===== src/hdl/skct_pkg.sv =====
// Shared types and codes for the sorted key count table.
package skct_pkg;

   localparam int KEY_IN_BITS = 16;
   localparam int AMOUNT_BITS = 16;
   localparam int INDEX_BITS = 7;
   localparam int OCC_BITS = 8;

   localparam logic [1:0] ACT_INSERT = 2'd0;
   localparam logic [1:0] ACT_REMOVE = 2'd1;
   localparam logic [1:0] ACT_READ = 2'd2;

   localparam logic [1:0] OP_INSERT = 2'd0;
   localparam logic [1:0] OP_REMOVE = 2'd1;
   localparam logic [1:0] OP_READ = 2'd2;
   localparam logic [1:0] OP_NONE = 2'd3;

   typedef struct packed {
      logic [1:0] op;
      logic [KEY_IN_BITS-1:0] key;
      logic [AMOUNT_BITS-1:0] amount;
      logic [INDEX_BITS-1:0] index;
   } cmd_type;

endpackage


===== src/hdl/skct_front.sv =====
// Request front end: classifies requests and queues them for the table engine.
module skct_front (
   input  logic                             clock,
   input  logic                             reset,
   input  logic                             req_valid,
   output logic                             req_ready,
   input  logic [1:0]                       req_action,
   input  logic [skct_pkg::KEY_IN_BITS-1:0] req_key,
   input  logic [skct_pkg::AMOUNT_BITS-1:0] req_amount,
   input  logic [skct_pkg::INDEX_BITS-1:0]  req_index,
   output logic                             cmd_valid,
   output skct_pkg::cmd_type                cmd,
   input  logic                             cmd_pop
);

   skct_pkg::cmd_type q_ff [2];
   skct_pkg::cmd_type new_cmd;
   logic       wptr_ff, wptr_in;
   logic       rptr_ff, rptr_in;
   logic [1:0] cnt_ff, cnt_in;
   logic       push;
   logic       pop;

   always_comb begin
      new_cmd.key = req_key;
      new_cmd.amount = req_amount;
      new_cmd.index = req_index;
      unique case (req_action)
         skct_pkg::ACT_INSERT: new_cmd.op = skct_pkg::OP_INSERT;
         skct_pkg::ACT_REMOVE: new_cmd.op = skct_pkg::OP_REMOVE;
         skct_pkg::ACT_READ:   new_cmd.op = skct_pkg::OP_READ;
         default:              new_cmd.op = skct_pkg::OP_NONE;
      endcase
   end

   assign req_ready = (cnt_ff != 2'd2);
   assign push = req_valid && req_ready;
   assign pop = cmd_pop && cmd_valid;
   assign cmd_valid = (cnt_ff != 2'd0);
   assign cmd = q_ff[rptr_ff];

   always_comb begin
      wptr_in = push ? ~wptr_ff : wptr_ff;
      rptr_in = pop ? ~rptr_ff : rptr_ff;
      cnt_in = cnt_ff;
      if (push && !pop) begin
         cnt_in = cnt_ff + 2'd1;
      end else if (pop && !push) begin
         cnt_in = cnt_ff - 2'd1;
      end
   end

   always_ff @(posedge clock) begin
      if (reset) begin
         wptr_ff <= 1'b0;
         rptr_ff <= 1'b0;
         cnt_ff <= 2'd0;
      end else begin
         wptr_ff <= wptr_in;
         rptr_ff <= rptr_in;
         cnt_ff <= cnt_in;
      end
   end

   always_ff @(posedge clock) begin
      if (push) begin
         q_ff[wptr_ff] <= new_cmd;
      end
   end

endmodule


===== config.mk =====
export PLATFORM = sky130hd
export DESIGN_NAME = skct_front
export DESIGN_NICKNAME = d
export VERILOG_FILES = /design/src/hdl/skct_pkg.sv /design/src/hdl/skct_front.sv
export SDC_FILE = /design/constraint.sdc
export NUM_CORES = 1
export LEC_CHECK = 0
export BUFFER_PORTS_ARGS = -buffer_cell sky130_fd_sc_hd__buf_2
export CAP_MARGIN = 20
export CORE_MARGIN = 2
export CORE_UTILIZATION = 45
export CTS_BUF_LIST = sky130_fd_sc_hd__clkbuf_4 sky130_fd_sc_hd__clkbuf_8
export CTS_CLUSTER_SIZE = 30
export DETAILED_ROUTE_END_ITERATION = 8
export GPL_TIMING_DRIVEN = 0
export PLACE_DENSITY = 0.7
export SYNTH_ARGS = -nofsm -noshare
export SYNTH_HDL_FRONTEND = slang
export SYNTH_SLANG_ARGS = --single-unit

===== constraint.sdc =====
create_clock -name clock -period 2.9 [get_ports clock]
set_clock_uncertainty 0.05 [all_clocks]
set_input_delay 0.145 -clock clock [delete_from_list [all_inputs] [get_ports clock]]
set_output_delay 0.145 -clock clock [all_outputs]
set_load 0.03 [all_outputs]

# Word-level counts from Yosys, hierarchy flattened
# Memories as Yosys holds them, arrays and structs flattened. A register that Yosys moved wholly into a read port is not among the register bits.
# Cells that the tools add are included.
word_totals:
  word_cells: 27
  reg_bits: 4
  ramBits: 82
  n_memories: 1
classes:
  mux: 7
  n_reduce_logical: 9
  n_bitwise: 2
  n_addsub: 2
  eq_ne: 3
memory_table:
  columns: ["name", "depth", "word_bits", "rd", "rd_ports_with_merged_regs", "wr", "line_no", "rtl"]
  rows:
  - ["q_ff", 2, 41, 1, 1, 1, "skct_front.sv:16", "skct_pkg::cmd_type q_ff [2];"]
op_table:
  columns: ["cell", "n"]
  rows:
  - ["$pmux W2 S3", 1]
  - ["$logic_and A1 B1 Y1", 4]
  - ["$mux W1", 4]
  - ["$mux W2", 2]
  - ["$reduce_bool A2 Y1", 2]
  - ["$add A2 B1 Y2 const B", 1]
  - ["$eq A2 B1 Y1 const B", 1]
  - ["$eq A2 B2 Y1 const B", 1]
  - ["$logic_not A1 Y1", 2]
  - ["$logic_not A2 Y1", 1]
  - ["$ne A2 B2 Y1 const B", 1]
  - ["$not A1 Y1", 2]
  - ["$sub A2 B1 Y2 const B", 1]

# Logic depth before layout (Yosys ltp)
depth:
  word_depth: 6
  depth_mapped: 6
  depth_no_buf: 6

# Least setup slack after synthesis
# Ideal clock, no wire load.
synth_timing:
  path_kind: "register -> register"
  from: "reg cnt_ff[0]"
  to: "mem q_ff[1][0] (netlist bit), enable pin"
  path_buffers: 0
  arrival_ns: 1.848
  t_required_ns: 2.447
  path_stages_with_launch: 3
  synth_period_minus_slack_ns: 2.300
  setup_ns: 0.403
  setup_slack_ns: 0.600
  cell_sequence: "dfxtp_1 > nand2b_1 > and3_1"
synth_between:
  elab_chain_len: 4
synth_rtl:
  columns: ["element", "line_no", "rtl"]
  rows:
  - ["from (decl)", "skct_front.sv:20", "logic [1:0] cnt_ff, cnt_in;"]
  - ["from (signal assigned)", "skct_front.sv:61", "cnt_ff <= cnt_in;"]
  - ["$ne A2 B2 Y1", "skct_front.sv:36", "assign req_ready = (cnt_ff != 2'd2);"]
  - ["via req_ready", "skct_front.sv:6", "output logic req_ready,"]
  - ["$logic_and A1 B1 Y1", "skct_front.sv:37", "assign push = req_valid && req_ready;"]
  - ["$mux W1", "skct_front.sv:66", "if (push) begin"]
  - ["$mux W1 (implied by the code)", "skct_front.sv:67", "q_ff[wptr_ff] <= new_cmd;"]
  - ["to (decl)", "skct_front.sv:16", null]
# The timed path passes the listed nets, and every way through them passes these cells.

# Worst setup path after layout
layout_timing:
  from: "reg cnt_ff[0]"
  to: "mem q_ff[0][6] (netlist bit), enable pin"
layout_between:
  elab_chain_len: 4
layout_rtl:
  columns: ["element", "line_no"]
  rows:
  - ["$ne A2 B2 Y1", "skct_front.sv:36"]
  - ["$logic_and A1 B1 Y1", "skct_front.sv:37"]
  - ["$mux W1", "skct_front.sv:66"]
  - ["$mux W1 (implied by the code)", "skct_front.sv:67"]
# Every way passes these cells.

==> impl_metrics.yaml <==
timing:
  fin_max_slew_vios: 0
  finalCritPeriodShare_pct: 64.8
  final.setup.tns_ns: 0
  setup_viol: 0
  post-route-min-period_ns: 1.88
  post-route-worst-setup-slack_ns: 1.02
  unrepaired_setup_endpoints_after_global_routing: "false"
  slew-limit-headroom_pct: 38.4
  achievable-frequency_mhz: 532
  max_slew.worst_pin.slew_ns: 0.922
  timing_hold_violations_final: 0
setup_path:
  buffering_stage_count_on_the_worst_path_with_inverters_included: 1
  worst-endpoint-required_ns: 2.83
  cell_with_the_biggest_individual_delay_on_the_critical_path: "sky130_fd_sc_hd__inv_2"
  endpoint_kind: "register"
  crit_type: "register to register"
  critical-path-top-delay-family: "buffers and inverters"
  timing.critical_path.from_type: "register"
  cp_max_fo: 41
  crit-reg2reg-launch: "cnt_ff[0]"
  critPathArrivalTime_ns: 1.81
  worstPathCellList: "nand2b_1 -> nand3b_1 -> inv_2"
  critical_path.startpoint: "cnt_ff[0]"
  critical-path-max-stage-delay_ns: 0.69
floorplan:
  fp.dieH_um: 88.1
  initial_core_util_pct: 46.5
  design.portCount: 88
  coreArea_sq_mm: 0.00683
  rows: 30
  design.die.area_sq_mm: 0.00775
  die_w_um: 88.1
finish:
  antenna_cells_inserted: 0
  layout_common_cells: "sky130_fd_sc_hd__buf_2, sky130_fd_sc_hd__edfxtp_1, sky130_fd_sc_hd__dlygate4sd3_1"
  finish.net_count: 339
  area_growth_pct: 38.0
  layout.cells.most_common: "sky130_fd_sc_hd__buf_2"
  drive_above_1_share_pct: 49.7
detailed_routing:
  drc_violation_total_after_the_first_tritonroute_iteration: 58
  route.vias.total: 1816
  viasPerCell: 4.61
  detailedRoute.firstPassIterationCount: 4
  wire_length_per_cell_after_detailed_routing_um: 14.1
  antenna_left: 0
  drt-total-wl_mm: 5.57
  drc: 0
placement:
  gpl.final_weighted_congestion: 0.662
  dpl.hpwl_mm: 3.36
  detailedPlace.worstSlack_ns: 0.998
  placement.io_buffers: 85
yosys:
  syn-mean-instance-area_sq_um: 20.6
  ys_warn_count: 0
  yosys_register_bits: 87
  yosysTopAreaCellShare_pct: 77.4
  yosys.cell_types.count: 19
  netlist_area_sq_mm: 0.00318
  synthTopCellsByArea: "sky130_fd_sc_hd__edfxtp_1, sky130_fd_sc_hd__mux2_2, sky130_fd_sc_hd__dfxtp_1, sky130_fd_sc_hd__mux2_1, sky130_fd_sc_hd__xor2_1"
  synthCells: 154
  netlist.top_cell.by_area: "sky130_fd_sc_hd__edfxtp_1"
  synth_sequential_area_ratio_pct: 80.6
  postSynthNetCount: 200
global_route:
  grt_pass1_wl_mm: 8.43
  globalRoute.totalOverflow: 0
  via_count_of_the_first_global_routing_pass: 1880
  grtUsageTotal_pct: 14.9
  number_of_antenna_violations_at_the_first_check_in_global_routing: 0
  grt_start_max_net_pins: 42
pwr:
  leakage_uw: 0.00167
  worst_ir_drop_vdd_mv: 0.526
  p_per_area_mw_per_mm2: 844
min_path:
  min_path_type: "input port to register"
  min_from: "req_valid"
clocking:
  insertion_delay_to_the_later_sink_of_the_worst_skew_pair_ns: 0.34
  cts_tree: "done"
  ctsResizeCount: 0
  cts_root_buffer_type: "sky130_fd_sc_hd__clkbuf_8"
  clock_tree.buffer_depth: 2
  cts_num_sinks: 87
  cts-buffers-inserted: 9
  ctsHtreeMaxLevel: 3
  cts.reportedPaths.clkPinSlew_ns: 0.08
run:
  max_cap_viol_count: 0
run_status:
  run_status: "finished, final reports clean"
-- state kept, by name, indices dropped and copies added, names as in the netlist, named ones only --
name	cells
rptr_ff	1
cnt_ff	2
q_ff	82
wptr_ff	1
-- area by class of cell --
class	count	area [sq um]
Inverter	1	3.75
Clock buffer	9	124
Sequential cell	87	2560
Tap cell	96	120
Multi-Input combinational cell	59	582
Fill cell	506	2440
Clock inverter	7	96.3
Timing Repair Buffer	128	866
Buffer	7	32.5
-- stage by stage --
step	std cells	power, uW	instance area (sq um)	utilization [%]	hold slack (ns)
2_1_floorplan	154	2480	3180	-	0.164
3_3_place_gp	335	2770	3720	54.5	0.282
3_5_place_dp	336	2790	3750	54.8	0.287
5_1_grt	394	3870	4390	64.2	0.0709
4_1_cts	394	3750	4390	64.2	0.0485
6_report	394	3700	4390	64.2	0.0700
-- path summary, 6_finish.rpt --
check	end	slack (ns)	cells after the start
max reg2reg	q_ff[0][6]	1.02	3
max	q_ff[0][6]	1.02	3
min	wptr_ff	0.07	3
min reg2reg	rptr_ff	0.46	2
-- metal layers --
metal / part of all wire (%) / vias up / wire (um) / GRT usage, %
met5: 0 / - / 0 / 0
met4: 1.2 / 0 / 68 / 6.20
met3: 6.5 / 7 / 364 / 5.18
met2: 51 / 67 / 2860 / 25.3
met1: 41 / 867 / 2280 / 17.2
li1: - / 875 / - / -
-- cells by family after synthesis --
logic type | after synthesis | share of synthesized area, %
XOR/XNOR | 3 | 0.827
flip-flops | 87 | 80.6
AND/OR/NAND/NOR | 9 | 1.57
adder cells (fa/ha/maj) | 1 | 0.393
multiplexers | 41 | 14.5
buffers and inverters | 8 | 1.14
AO/OA/AOI/OAI | 5 | 0.945
-- worst reg2reg max path, cell delays in order, from the launching register on --
cell                       delay (ns)
sky130_fd_sc_hd__dfxtp_1         0.42
sky130_fd_sc_hd__nand2b_1        0.21
sky130_fd_sc_hd__nand3b_1        0.13
sky130_fd_sc_hd__inv_2           0.69
-- Yosys cell counts, drive strengths merged --
| master | instances |
|---|---|
| or2 | 1 |
| xor2 | 3 |
| nand3b | 1 |
| a21bo | 1 |
| ha | 1 |
| edfxtp | 82 |
| dfxtp | 5 |
| nand2b | 1 |
| and2 | 1 |
| nor2 | 3 |
| a21oi | 2 |
| o21ai | 2 |
| or3 | 1 |
| buf | 5 |
| inv | 1 |
| mux2 | 41 |
| clkbuf | 2 |
| and3 | 1 |
-- what timing repair did --
| action | CTS | global route |
|---|---|---|
| buffers inserted | 0 | 0 |
| hold buffers | 42 | 0 |
| endpoints found under the hold margin | 87 | 0 |
-- power by group --
group	internal, uW	switching (uW)	total [uW]
Sequential	1570	45.1	1620
Combinational	435	743	1180
Clock	486	424	911
Total	2490	1210	3700
Power figures use the tool's default switching activity.
